`src/rtl/wsfp_pkg.sv`:
```
// ----------------------------------------------------------------------------
// wsfp_pkg
// Types and constants shared by the websocket frame parser modules.
// ----------------------------------------------------------------------------
`default_nettype none

package wsfp_pkg;

	// result kinds
	localparam logic [1:0] KIND_HDR = 2'd0;
	localparam logic [1:0] KIND_PAY = 2'd1;
	localparam logic [1:0] KIND_ERR = 2'd2;

	// error codes
	localparam logic [2:0] ERR_NONE     = 3'd0;
	localparam logic [2:0] ERR_RSV_BITS = 3'd1;
	localparam logic [2:0] ERR_RSV_OP   = 3'd2;
	localparam logic [2:0] ERR_CTRL_FRAG = 3'd3;
	localparam logic [2:0] ERR_CTRL_LEN = 3'd4;

	// 7-bit length codes
	localparam logic [6:0] LEN7_EXT16   = 7'd126;
	localparam logic [6:0] LEN7_EXT64   = 7'd127;
	localparam logic [6:0] LEN7_CTRL_MAX = 7'd125;

	// queue between front and back
	localparam int QDEPTH = 4;
	localparam int QAW    = $clog2(QDEPTH);

	localparam int TDATA_W = 120;
	localparam int TUSER_W = 2;

	// byte as classified by the front end
	typedef struct packed {
		logic [7:0] data;
		logic       rsv_bits;  // any of bits 6..4 set
		logic       op_rsv;    // opcode 3..7 or above 0xa
		logic       len_big;   // 7-bit length above 125
		logic       len_ext16;
		logic       len_ext64;
		logic       len_zero;  // 7-bit length is zero
	} cls_t;

	// one result word
	typedef struct packed {
		logic [63:0] frame_length;
		logic [31:0] mask_key;
		logic        masked_flag;
		logic [3:0]  frame_opcode;
		logic        fin_flag;
		logic        frame_end;
		logic        header_done;
		logic [7:0]  payload_byte;
		logic [2:0]  error_code;
		logic [1:0]  kind;
	} res_t;

endpackage

`default_nettype wire

```
`src/rtl/wsfp_front.sv`:
```
// ----------------------------------------------------------------------------
// wsfp_front
// Input stage: takes stream bytes and tags each with its header features.
// ----------------------------------------------------------------------------
`default_nettype none

module wsfp_front (
	input  wire                  clk,
	input  wire                  arst_n,
	input  wire                  in_valid,
	output logic                 in_ready,
	input  wire  [7:0]           in_data,
	output logic                 push,
	output wsfp_pkg::cls_t       push_cls,
	input  wire                  q_full
);
	import wsfp_pkg::*;

	logic valid_s1;
	cls_t cls_s1;
	cls_t cls_d;

	always_comb begin
		cls_d.data      = in_data;
		cls_d.rsv_bits  = (in_data[6:4] != 3'd0);
		cls_d.op_rsv    = in_data[3:0] inside {[4'd3:4'd7], [4'd11:4'd15]};
		cls_d.len_big   = (in_data[6:0] > LEN7_CTRL_MAX);
		cls_d.len_ext16 = (in_data[6:0] == LEN7_EXT16);
		cls_d.len_ext64 = (in_data[6:0] == LEN7_EXT64);
		cls_d.len_zero  = (in_data[6:0] == 7'd0);
	end

	assign push     = valid_s1 && !q_full;
	assign in_ready = !valid_s1 || !q_full;
	assign push_cls = cls_s1;

	always_ff @(posedge clk or negedge arst_n) begin
		if (!arst_n) begin
			valid_s1 <= 1'b0;
		end else if (in_ready) begin
			valid_s1 <= in_valid;
		end
	end

	always_ff @(posedge clk) begin
		if (in_ready && in_valid) begin
			cls_s1 <= cls_d;
		end
	end

endmodule

`default_nettype wire

```
`src/rtl/wsfp_queue.sv`:
```
// ----------------------------------------------------------------------------
// wsfp_queue
// Short flop-based fifo of classified bytes between front and back.
// ----------------------------------------------------------------------------
`default_nettype none

module wsfp_queue (
	input  wire                  clk,
	input  wire                  arst_n,
	input  wire                  push,
	input  wsfp_pkg::cls_t       push_cls,
	output logic                 full,
	input  wire                  pop,
	output logic                 head_valid,
	output wsfp_pkg::cls_t       head_cls
);
	import wsfp_pkg::*;

	cls_t           mem_q [QDEPTH];
	logic [QAW-1:0] wr_ptr_q;
	logic [QAW-1:0] rd_ptr_q;
	logic [QAW:0]   count_q;

	assign full       = (count_q == QAW'(0) + (QAW+1)'(QDEPTH));
	assign head_valid = (count_q != '0);
	assign head_cls   = mem_q[rd_ptr_q];

	always_ff @(posedge clk or negedge arst_n) begin
		if (!arst_n) begin
			wr_ptr_q <= '0;
			rd_ptr_q <= '0;
			count_q  <= '0;
		end else begin
			if (push) begin
				wr_ptr_q <= wr_ptr_q + 1'b1;
			end
			if (pop) begin
				rd_ptr_q <= rd_ptr_q + 1'b1;
			end
			if (push && !pop) begin
				count_q <= count_q + 1'b1;
			end else if (pop && !push) begin
				count_q <= count_q - 1'b1;
			end
		end
	end

	always_ff @(posedge clk) begin
		if (push) begin
			mem_q[wr_ptr_q] <= push_cls;
		end
	end

endmodule

`default_nettype wire

```
`src/rtl/wsfp_back.sv`:
```
// ----------------------------------------------------------------------------
// wsfp_back
// Frame header state machine, payload counter and result register.
// ----------------------------------------------------------------------------
`default_nettype none

module wsfp_back (
	input  wire                  clk,
	input  wire                  arst_n,
	input  wire                  head_valid,
	input  wsfp_pkg::cls_t       head_cls,
	output logic                 pop,
	output logic                 out_valid,
	input  wire                  out_ready,
	output wsfp_pkg::res_t       out_res
);
	import wsfp_pkg::*;

	localparam logic [2:0] PH_HDR1  = 3'd0;
	localparam logic [2:0] PH_HDR2  = 3'd1;
	localparam logic [2:0] PH_EXT16 = 3'd2;
	localparam logic [2:0] PH_EXT64 = 3'd3;
	localparam logic [2:0] PH_KEY   = 3'd4;
	localparam logic [2:0] PH_BODY  = 3'd5;

	logic [2:0]  phase_q,  phase_d;
	logic [2:0]  cnt_q,    cnt_d;
	logic        fin_q,    fin_d;
	logic [3:0]  op_q,     op_d;
	logic        masked_q, masked_d;
	logic [63:0] len_q,    len_d;
	logic [31:0] key_q,    key_d;
	logic [63:0] rem_q,    rem_d;

	logic        out_valid_q;
	res_t        out_res_q;
	res_t        res_d;

	logic [7:0]  b;
	logic [2:0]  cnt_inc;
	logic [2:0]  cnt_need;
	logic [63:0] len_sh;

	assign b        = head_cls.data;
	assign cnt_inc  = cnt_q + 3'd1;
	// eight length bytes wrap the counter back to zero
	assign cnt_need = (phase_q == PH_EXT16) ? 3'd2 : 3'd0;
	assign len_sh   = {len_q[55:0], b};

	assign pop       = head_valid && (!out_valid_q || out_ready);
	assign out_valid = out_valid_q;
	assign out_res   = out_res_q;

	always_comb begin
		phase_d  = phase_q;
		cnt_d    = cnt_q;
		fin_d    = fin_q;
		op_d     = op_q;
		masked_d = masked_q;
		len_d    = len_q;
		key_d    = key_q;
		rem_d    = rem_q;

		res_d              = '0;
		res_d.kind         = KIND_HDR;
		res_d.error_code   = ERR_NONE;

		case (phase_q)
			PH_HDR2: begin
				masked_d = b[7];
				if (op_q[3] && head_cls.len_big) begin
					res_d.error_code = ERR_CTRL_LEN;
					phase_d = PH_HDR1;
				end else begin
					cnt_d = 3'd0;
					if (head_cls.len_ext64) begin
						len_d   = '0;
						phase_d = PH_EXT64;
					end else if (head_cls.len_ext16) begin
						len_d   = '0;
						phase_d = PH_EXT16;
					end else begin
						len_d = {57'd0, b[6:0]};
						if (b[7]) begin
							phase_d = PH_KEY;
						end else begin
							res_d.header_done = 1'b1;
							if (head_cls.len_zero) begin
								res_d.frame_end = 1'b1;
								phase_d = PH_HDR1;
							end else begin
								rem_d   = {57'd0, b[6:0]};
								phase_d = PH_BODY;
							end
						end
					end
				end
			end
			PH_EXT16, PH_EXT64: begin
				len_d = len_sh;
				cnt_d = cnt_inc;
				if (cnt_inc == cnt_need) begin
					cnt_d = 3'd0;
					if (masked_q) begin
						phase_d = PH_KEY;
					end else begin
						res_d.header_done = 1'b1;
						if (len_sh == 64'd0) begin
							res_d.frame_end = 1'b1;
							phase_d = PH_HDR1;
						end else begin
							rem_d   = len_sh;
							phase_d = PH_BODY;
						end
					end
				end
			end
			PH_KEY: begin
				key_d = {key_q[23:0], b};
				cnt_d = cnt_inc;
				if (cnt_inc == 3'd4) begin
					cnt_d = 3'd0;
					res_d.header_done = 1'b1;
					if (len_q == 64'd0) begin
						res_d.frame_end = 1'b1;
						phase_d = PH_HDR1;
					end else begin
						rem_d   = len_q;
						phase_d = PH_BODY;
					end
				end
			end
			PH_BODY: begin
				res_d.kind         = KIND_PAY;
				res_d.payload_byte = b;
				rem_d = rem_q - 64'd1;
				if (rem_q == 64'd1) begin
					res_d.frame_end = 1'b1;
					phase_d = PH_HDR1;
				end
			end
			default: begin
				// first header byte, also taken for unused phase codes
				fin_d    = b[7];
				op_d     = b[3:0];
				masked_d = 1'b0;
				key_d    = '0;
				len_d    = '0;
				rem_d    = '0;
				cnt_d    = 3'd0;
				if (head_cls.rsv_bits) begin
					res_d.error_code = ERR_RSV_BITS;
				end else if (head_cls.op_rsv) begin
					res_d.error_code = ERR_RSV_OP;
				end else if (b[3] && !b[7]) begin
					res_d.error_code = ERR_CTRL_FRAG;
				end
				phase_d = (res_d.error_code != ERR_NONE) ? PH_HDR1 : PH_HDR2;
			end
		endcase

		if (res_d.error_code != ERR_NONE) begin
			res_d.kind = KIND_ERR;
		end

		res_d.fin_flag     = fin_d;
		res_d.frame_opcode = op_d;
		res_d.masked_flag  = masked_d;
		res_d.mask_key     = key_d;
		res_d.frame_length = len_d;
	end

	always_ff @(posedge clk or negedge arst_n) begin
		if (!arst_n) begin
			phase_q     <= PH_HDR1;
			cnt_q       <= '0;
			fin_q       <= 1'b0;
			op_q        <= '0;
			masked_q    <= 1'b0;
			len_q       <= '0;
			key_q       <= '0;
			rem_q       <= '0;
			out_valid_q <= 1'b0;
		end else begin
			if (pop) begin
				phase_q  <= phase_d;
				cnt_q    <= cnt_d;
				fin_q    <= fin_d;
				op_q     <= op_d;
				masked_q <= masked_d;
				len_q    <= len_d;
				key_q    <= key_d;
				rem_q    <= rem_d;
			end
			if (pop) begin
				out_valid_q <= 1'b1;
			end else if (out_ready) begin
				out_valid_q <= 1'b0;
			end
		end
	end

	always_ff @(posedge clk) begin
		if (pop) begin
			out_res_q <= res_d;
		end
	end

	// an error word always carries a nonzero code
	a_err_code: assert property (@(posedge clk) disable iff (!arst_n)
		out_valid_q && (out_res_q.kind == KIND_ERR) |-> (out_res_q.error_code != ERR_NONE))
		else $error("error word without error code");

	// payload byte field is zero outside payload words
	a_pay_zero: assert property (@(posedge clk) disable iff (!arst_n)
		out_valid_q && (out_res_q.kind != KIND_PAY) |-> (out_res_q.payload_byte == 8'd0))
		else $error("payload byte set on non-payload word");

	// while in the body there are bytes left to count
	a_body_rem: assert property (@(posedge clk) disable iff (!arst_n)
		(phase_q == PH_BODY) |-> (rem_q != 64'd0))
		else $error("body phase with zero bytes remaining");

	// header end is only flagged on a header word
	a_hdone_kind: assert property (@(posedge clk) disable iff (!arst_n)
		out_valid_q && out_res_q.header_done |-> (out_res_q.kind == KIND_HDR))
		else $error("header done on non-header word");

	// a popped word always lands in the output register
	a_pop_out: assert property (@(posedge clk) disable iff (!arst_n)
		pop |=> out_valid_q)
		else $error("popped word lost");

endmodule

`default_nettype wire

```
`src/rtl/websocket_frame_parser.sv`:
```
// ----------------------------------------------------------------------------
// websocket_frame_parser
// Byte-serial websocket frame header parser with payload pass-through.
// ----------------------------------------------------------------------------
// usage:
//   s_* takes the raw stream, one byte per word in s_tdata[7:0]
//   m_* gives one result word per input byte: m_tuser is the kind
//   (header byte, payload byte, error), m_tlast marks frame end, and
//   m_tdata carries error code, payload byte and the current header fields
//   path: a byte accepted on s_* passes the front register, the queue and
//   the result register before it shows on m_*
//   throughput: one byte per cycle while m_tready stays high; the front
//   register, a four-entry queue and the parser state machine each move one word per clock
//   reset: parser waits for the first header byte with all fields zero
//   stall: when m_tready is low the result register holds; the queue keeps
//   filling and s_tready drops only once the queue and the front register
//   are both full
// ----------------------------------------------------------------------------
`default_nettype none

module websocket_frame_parser (
	input  wire         clk,
	input  wire         arst_n,
	input  wire         s_tvalid,
	output logic        s_tready,
	input  wire  [7:0]  s_tdata,   // in_byte
	output logic        m_tvalid,
	input  wire         m_tready,
	// error_code[2:0], payload_byte[10:3], header_done[11], fin_flag[12],
	// frame_opcode[16:13], masked_flag[17], mask_key[49:18],
	// frame_length[113:50], zero fill[119:114]
	output logic [wsfp_pkg::TDATA_W-1:0] m_tdata,
	output logic [wsfp_pkg::TUSER_W-1:0] m_tuser,   // kind
	output logic        m_tlast    // frame_end
);
	import wsfp_pkg::*;

	logic push;
	cls_t push_cls;
	logic q_full;
	logic pop;
	logic head_valid;
	cls_t head_cls;
	res_t res;

	wsfp_front u_front (
		.clk      (clk),
		.arst_n   (arst_n),
		.in_valid (s_tvalid),
		.in_ready (s_tready),
		.in_data  (s_tdata),
		.push     (push),
		.push_cls (push_cls),
		.q_full   (q_full)
	);

	wsfp_queue u_queue (
		.clk        (clk),
		.arst_n     (arst_n),
		.push       (push),
		.push_cls   (push_cls),
		.full       (q_full),
		.pop        (pop),
		.head_valid (head_valid),
		.head_cls   (head_cls)
	);

	wsfp_back u_back (
		.clk        (clk),
		.arst_n     (arst_n),
		.head_valid (head_valid),
		.head_cls   (head_cls),
		.pop        (pop),
		.out_valid  (m_tvalid),
		.out_ready  (m_tready),
		.out_res    (res)
	);

	assign m_tdata = {6'd0, res.frame_length, res.mask_key, res.masked_flag,
		res.frame_opcode, res.fin_flag, res.header_done, res.payload_byte,
		res.error_code};
	assign m_tuser = res.kind;
	assign m_tlast = res.frame_end;

endmodule

`default_nettype wire

```
`config.mk`:
```
export PLATFORM = sky130hd
export DESIGN_NAME = websocket_frame_parser
export DESIGN_NICKNAME = d
export VERILOG_FILES = /design/src/rtl/wsfp_pkg.sv /design/src/rtl/wsfp_front.sv /design/src/rtl/wsfp_queue.sv /design/src/rtl/wsfp_back.sv /design/src/rtl/websocket_frame_parser.sv
export SDC_FILE = /design/constraint.sdc
export NUM_CORES = 1
export LEC_CHECK = 0
export BUFFER_PORTS_ARGS = -buffer_cell sky130_fd_sc_hd__buf_2
export CELL_PAD_IN_SITES_DETAIL_PLACEMENT = 0
export CELL_PAD_IN_SITES_GLOBAL_PLACEMENT = 1
export CORE_MARGIN = 5
export CORE_UTILIZATION = 44
export DETAILED_ROUTE_END_ITERATION = 7
export PLACE_DENSITY_LB_ADDON = 0.1
export SYNTH_ARGS = -nofsm -noshare
export SYNTH_HDL_FRONTEND = slang
export SYNTH_HIERARCHICAL = 1
export SYNTH_SLANG_ARGS = --single-unit
```
`constraint.sdc`:
```
create_clock -name clk -period 6.3 [get_ports clk]
set_clock_uncertainty 0.05 [all_clocks]
set_input_delay 0.315 -clock clk [delete_from_list [all_inputs] [get_ports clk]]
set_output_delay 0.315 -clock clk [all_outputs]
set_load 0.02 [all_outputs]
```
; ---- Word-level counts from Yosys, hierarchy flattened
; Memory sizes are Yosys's and may differ from the RTL's.
; Cells that the tools add are included.
[totals]
in_bits = 12
mem_count = 1
ram_bits = 56
reg_bits = 312
[mem_list]
columns = name, depth, width, read_ports, rd_ports_with_merged_regs, wr, line_no
row1 = u_queue.mem_q, 4, 14, 1, 0, 1, wsfp_queue.sv:19  ; cls_t mem_q [QDEPTH];
[op_classes]
addsub = 6
n_bitwise = 1
n_reduce_logical = 35
n_eq_ne = 22
magnitude_cmp = 5
muxes = 63
[op_table]
columns = cell, n
row1 = $mux 64, 12
row2 = $pmux 64 s4, 1
row3 = $pmux 64 s3, 1
row4 = $logic_not 64->1, 2
row5 = $eq 64x1->1 const B, 1
row6 = $pmux 32 s2, 1
row7 = $sub 64x1->64 const B, 1
row8 = $mux 3, 20
row9 = $pmux 3 s4, 2
row10 = $mux 2, 9
row11 = $ne 2x2->1 const B, 8
row12 = $eq 7x7->1 const B, 2
row13 = $eq 3x3->1 const B, 4
row14 = $reduce_bool 3->1, 4
row15 = $mux 1, 11
row16 = $reduce_and 11->1, 1
row17 = $logic_and 1x1->1, 9
row18 = $reduce_or 4->1, 2
row19 = $gt 7x7->1 const B, 1
row20 = $logic_not 7->1, 1
row21 = $mux 7, 1
row22 = $add 3x1->3 const B, 2
row23 = $eq 3x2->1 const B, 2
row24 = $logic_not 1->1, 6
row25 = other kinds (21), 28

; ---- Longest topological paths before layout
; An unclocked memory read counts as a cell.
[logic_depth]
depth_word = 10
ltp_mapped = 12
ltp_nobuf = 10

; ---- Modules after synthesis
; Netlist, hierarchy kept.
[modules_own_cells]
columns = module, n_inst, cells_per_inst, area_each_um2
row1 = wsfp_back, 1, 1364, 14000.9
row2 = wsfp_queue, 1, 107, 2447.3
row3 = wsfp_front, 1, 29, 521.8
row4 = websocket_frame_parser, 1, 7, 48.8

; ---- Worst setup path before layout
; OpenSTA, ideal clock, no wires.
[synth_timing]
path_type = flip-flop to flip-flop
from = register u_back.out_valid_q (netlist: u_back/out_valid)
to = register u_queue.count_q[1]
stages_incl_launch_ff = 11
setup_time_ns = 0.125
slack_ns = 0.230
period_less_slack_ns = 6.070
t_required_ns = 6.125
n_path_buf = 2
arrival_time_ns = 5.896
path_cell_list = dfrtp_1 > nand2b_1 > nand2_1 > inv_2 > buf_1 > buf_1 > inv_1 > ha_1 > inv_1 > fa_1 > mux2_2
[synth_between]
elab_chain_len = 6
elab_cells_between_ends = 8
[synth_lines]
columns = element, line_no
row1 = "start, declared", wsfp_back.sv:35  ; logic out_valid_q;
row2 = "start signal, assigned", wsfp_back.sv:183  ; out_valid_q <= 1'b0;
row3 = "start signal, assigned", wsfp_back.sv:196  ; out_valid_q <= 1'b1;
row4 = "start signal, assigned", wsfp_back.sv:198  ; out_valid_q <= 1'b0;
row5 = $logic_not 1->1 (*), wsfp_back.sv:50  ; assign pop = head_valid && (!out_valid_q || out_ready);
row6 = $logic_or 1x1->1 (*), wsfp_back.sv:50
row7 = $logic_and 1x1->1 (*), wsfp_back.sv:50
row8 = via pop, websocket_frame_parser.sv:41  ; logic pop;
row9 = $logic_not 1->1, wsfp_queue.sv:40  ; if (push && !pop) begin
row10 = $logic_and 1x1->1, wsfp_queue.sv:40
row11 = $mux 3 / $reduce_bool 2->1 (equally long branches), --
row12 = "end signal, assigned", wsfp_queue.sv:41  ; count_q <= count_q + 1'b1;
row13 = "end signal, assigned", wsfp_queue.sv:43  ; count_q <= count_q - 1'b1;
row14 = "end, declared", wsfp_queue.sv:22  ; logic [QAW:0] count_q;
; Mark *: on every way through the listed nets, which the timed path passes. The rest lies on a longest branch.
; A chain may end at the register's enable or synchronous reset.

==> results_dict.tcl <==
set metrics [dict create \
    crit_slowest_cell "dfrtp_1" \
    irDropWorstVdd_mv 0.407 \
    path_cells "mux4_1 > nor4_1 > nand2_1 > nor4_4 > a21oi_1 > o211ai_4 > or2_2 > buf_4 > o21ai_1" \
    syn2layout_area_growth_pct 14.1 \
    cp_max_fo 36 \
    worst_pin_slew_ps 1110 \
    placement.io_buffers 130 \
    drc 0 \
    fin_crit_sh_pct 68.4 \
    power_mw 11.8 \
    path_class "flip-flop to flip-flop" \
    tns_ps 0 \
    p_per_area_nw_per_um2 609 \
    pin_count 137 \
    n_antenna_cell 0 \
    dieArea_um2 42700 \
    synth-main-ff-cell "edfxtp_1" \
    clk_pin_slew_ps 60 \
    antenna_found_initial 0 \
    wire_per_inst_um 22.5 \
    grt_max_degree 118 \
    wl_um 48500 \
    clock.fmax_ghz 0.232 \
    synth_edf_count 187 \
    whs_ps 385 \
    grt_pass1_vias 11900 \
    async_reset_ff_share_pct 49.2 \
    period_minus_slack_ps 4310 \
    syn_inst 1507 \
    track_usage_pct 22.5 \
    synth_common_cells "245 x nand2_1, 187 x edfxtp_1, 181 x dfrtp_1" \
    gp_congestion 0.849 \
    fp.dieW_um 207 \
    ant_nets 0 \
    rsz0062_at_grt "no" \
    timing.final.hold_violations 0 \
    die_y_um 207 \
    viasPerCell 5.87 \
    drive_gt1_share_pct 17.8 \
    holdBufCountCts 11 \
    crit_arrival_ps 4700 \
    cp-end-kind "flip-flop" \
    clkSinkCount 368 \
    max-cap-violations 0 \
    start_util_pct 44.2 \
    cts.repair.resized 0 \
    row_count 72 \
    synthTopCellsByArea "edfxtp_1 33%, dfrtp_1 27%, nand2_1 5.4%" \
    avgSynthCellArea_um2 11.3 \
    coreArea_um2 38500 \
    insertion_delay_ps 570 \
    grt-ovfl-total 0 \
    tritoncts.num_buffers 40 \
    report.final.slew_viol_count 0 \
    drt-pass1-iter-count 8 \
    cts_buffer_depth 3 \
    synth_top_area_share_pct 33.0 \
    cts_root_buffer "clkbuf_16" \
    vias 12700 \
    cts_tree "done" \
    cp_num_buf_inv 1 \
    yosysWarnings 6 \
    cp_slowest_stage_delay_ps 930 \
    cp.required_ps 6700 \
    relSlewSlack_pct 26.0 \
    synth_area_leader_cell "edfxtp_1" \
    htree_levels 2 \
    grt_pass1_wl_um 74100 \
    synth_seq_cells 368 \
    ys_types 72 \
    drtIter0Drc 1370 \
    p_leak_nw 8.12 \
    start_kind "flip-flop" \
    hp-class "primary input to async pin" \
    syn_area_um2 17000 \
    status "finished, final reports clean" \
    cts_setup_buffers 0 \
    ys_seq_area_share_pct 59.6 \
    setup-violations-final 0 \
    fin_nets 1634 \
    hpwlAfterDp_um 31100 \
    crit_family "simple AND/OR/NAND/NOR gates" \
    yosys.cell_count.top_type "nand2_1" \
]
worst register-to-register path: stages (launching register included):
cell and delay [ps]:
dfrtp_1 930, mux4_1 820, nor4_1 330, nand2_1 140, nor4_4 240, a21oi_1 200, o211ai_4 210, or2_2 680
buf_4 460, o21ai_1 140
stage by stage:
| step | instances | utilization [%] | instance area, um2 | worst slack (ps) |
|---|---|---|---|---|
| after floorplan | 1512 | - | 17000 | 230 |
| after global placement | 2075 | 46.8 | 18000 | 2060 |
| after detailed placement | 2075 | 46.8 | 18000 | 2020 |
| after CTS | 2160 | 50.5 | 19400 | 2000 |
| after global routing | 2160 | 50.5 | 19400 | 1550 |
| final | 2160 | 50.5 | 19400 | 1990 |
cells by family (layout without fill, tap and decap cells):
group	Yosys count	count (layout)	synth area share, %
other cells	1	6	0.0220
buf+inv	120	250	3.37
fa+ha+maj	12	12	0.926
compound gates	401	401	15.6
mux	48	48	4.23
xor+xnor	9	9	0.507
flops	368	368	59.6
simple gates	548	548	15.7
power breakdown:
part	internal, mW	total (mW)	switching (mW)
Clock	1.38	2.34	0.959
Combinational	1.68	5.59	3.90
Sequential	3.36	3.91	0.547
Total	6.43	11.8	5.41
layout make-up:
type	instances	area [um2]
Clock inverter	16	163
Timing Repair Buffer	155	875
Sequential cell	368	10100
Fill cell	3426	19000
Clock buffer	58	1140
Tap cell	518	648
Inverter	21	86.3
Multi-Input combinational cell	1024	6370
sequential cells by signal (all words and copies together) (netlist names):
register	count
u_back/cnt_q	3
u_back/fin_q	1
u_back/key_q	32
u_back/len_q	64
u_back/masked_q	1
u_back/op_q	4
u_back/out_res	117
u_back/out_valid	1
u_back/phase_q	3
u_back/rem_q	64
u_front/push_cls	14
u_front/valid_s1	1
u_queue/count_q	3
u_queue/mem_q	56
u_queue/rd_ptr_q	2
u_queue/wr_ptr_q	2
per-layer routing:
| layer | vias up | global-route usage, % | share of wire (%) | wire length, um |
|---|---|---|---|---|
| met5 | - | 0 | 0 | 0 |
| met4 | 0 | 5.09 | 1.6 | 794 |
| met3 | 55 | 5.14 | 7.8 | 3770 |
| met2 | 493 | 31.3 | 43 | 20800 |
| met1 | 6317 | 35.9 | 48 | 23100 |
| li1 | 5812 | - | - | - |
final timing paths:
| check | cells after the start | from | slack (ps) | end |
|---|---|---|---|---|
| worst min-delay path | 2 | arst_n | 390 | u_back/rem_q[44]$_DFFE_PN0P_ |
| min in group clk | 2 | u_back/op_q[2]$_DFFE_PN0P_ | 430 | u_back/op_q[2]$_DFFE_PN0P_ |
| worst max-delay path | 9 | u_queue/rd_ptr_q[0]$_DFFE_PN0P_ | 1990 | u_back/rem_q[54]$_DFFE_PN0P_ |
| max in group asynchronous | 3 | arst_n | 4360 | u_back/key_q[3]$_DFFE_PN0P_ |
| worst min register to register | 2 | u_back/op_q[2]$_DFFE_PN0P_ | 430 | u_back/op_q[2]$_DFFE_PN0P_ |
| worst max register to register | 9 | u_queue/rd_ptr_q[0]$_DFFE_PN0P_ | 1990 | u_back/rem_q[54]$_DFFE_PN0P_ |
cells in the final DEF (no fill, tap or decap), types with 15 or more instances in the layout:
master	netlist	layout
nand2_1	245	244
edfxtp_1	187	187
dfrtp_1	181	181
nor2_1	140	140
buf_2	17	129
a22o_1	68	68
a21oi_1	66	65
a22oi_1	65	65
o21ai_0	64	64
o21ai_1	62	61
clkbuf_16	0	41
mux2_2	33	33
nor3_1	30	30
nor4_1	28	28
a31oi_1	23	23
inv_1	20	20
and2_1	16	15
a222oi_1	15	15
(Power assumes the default switching activity.)
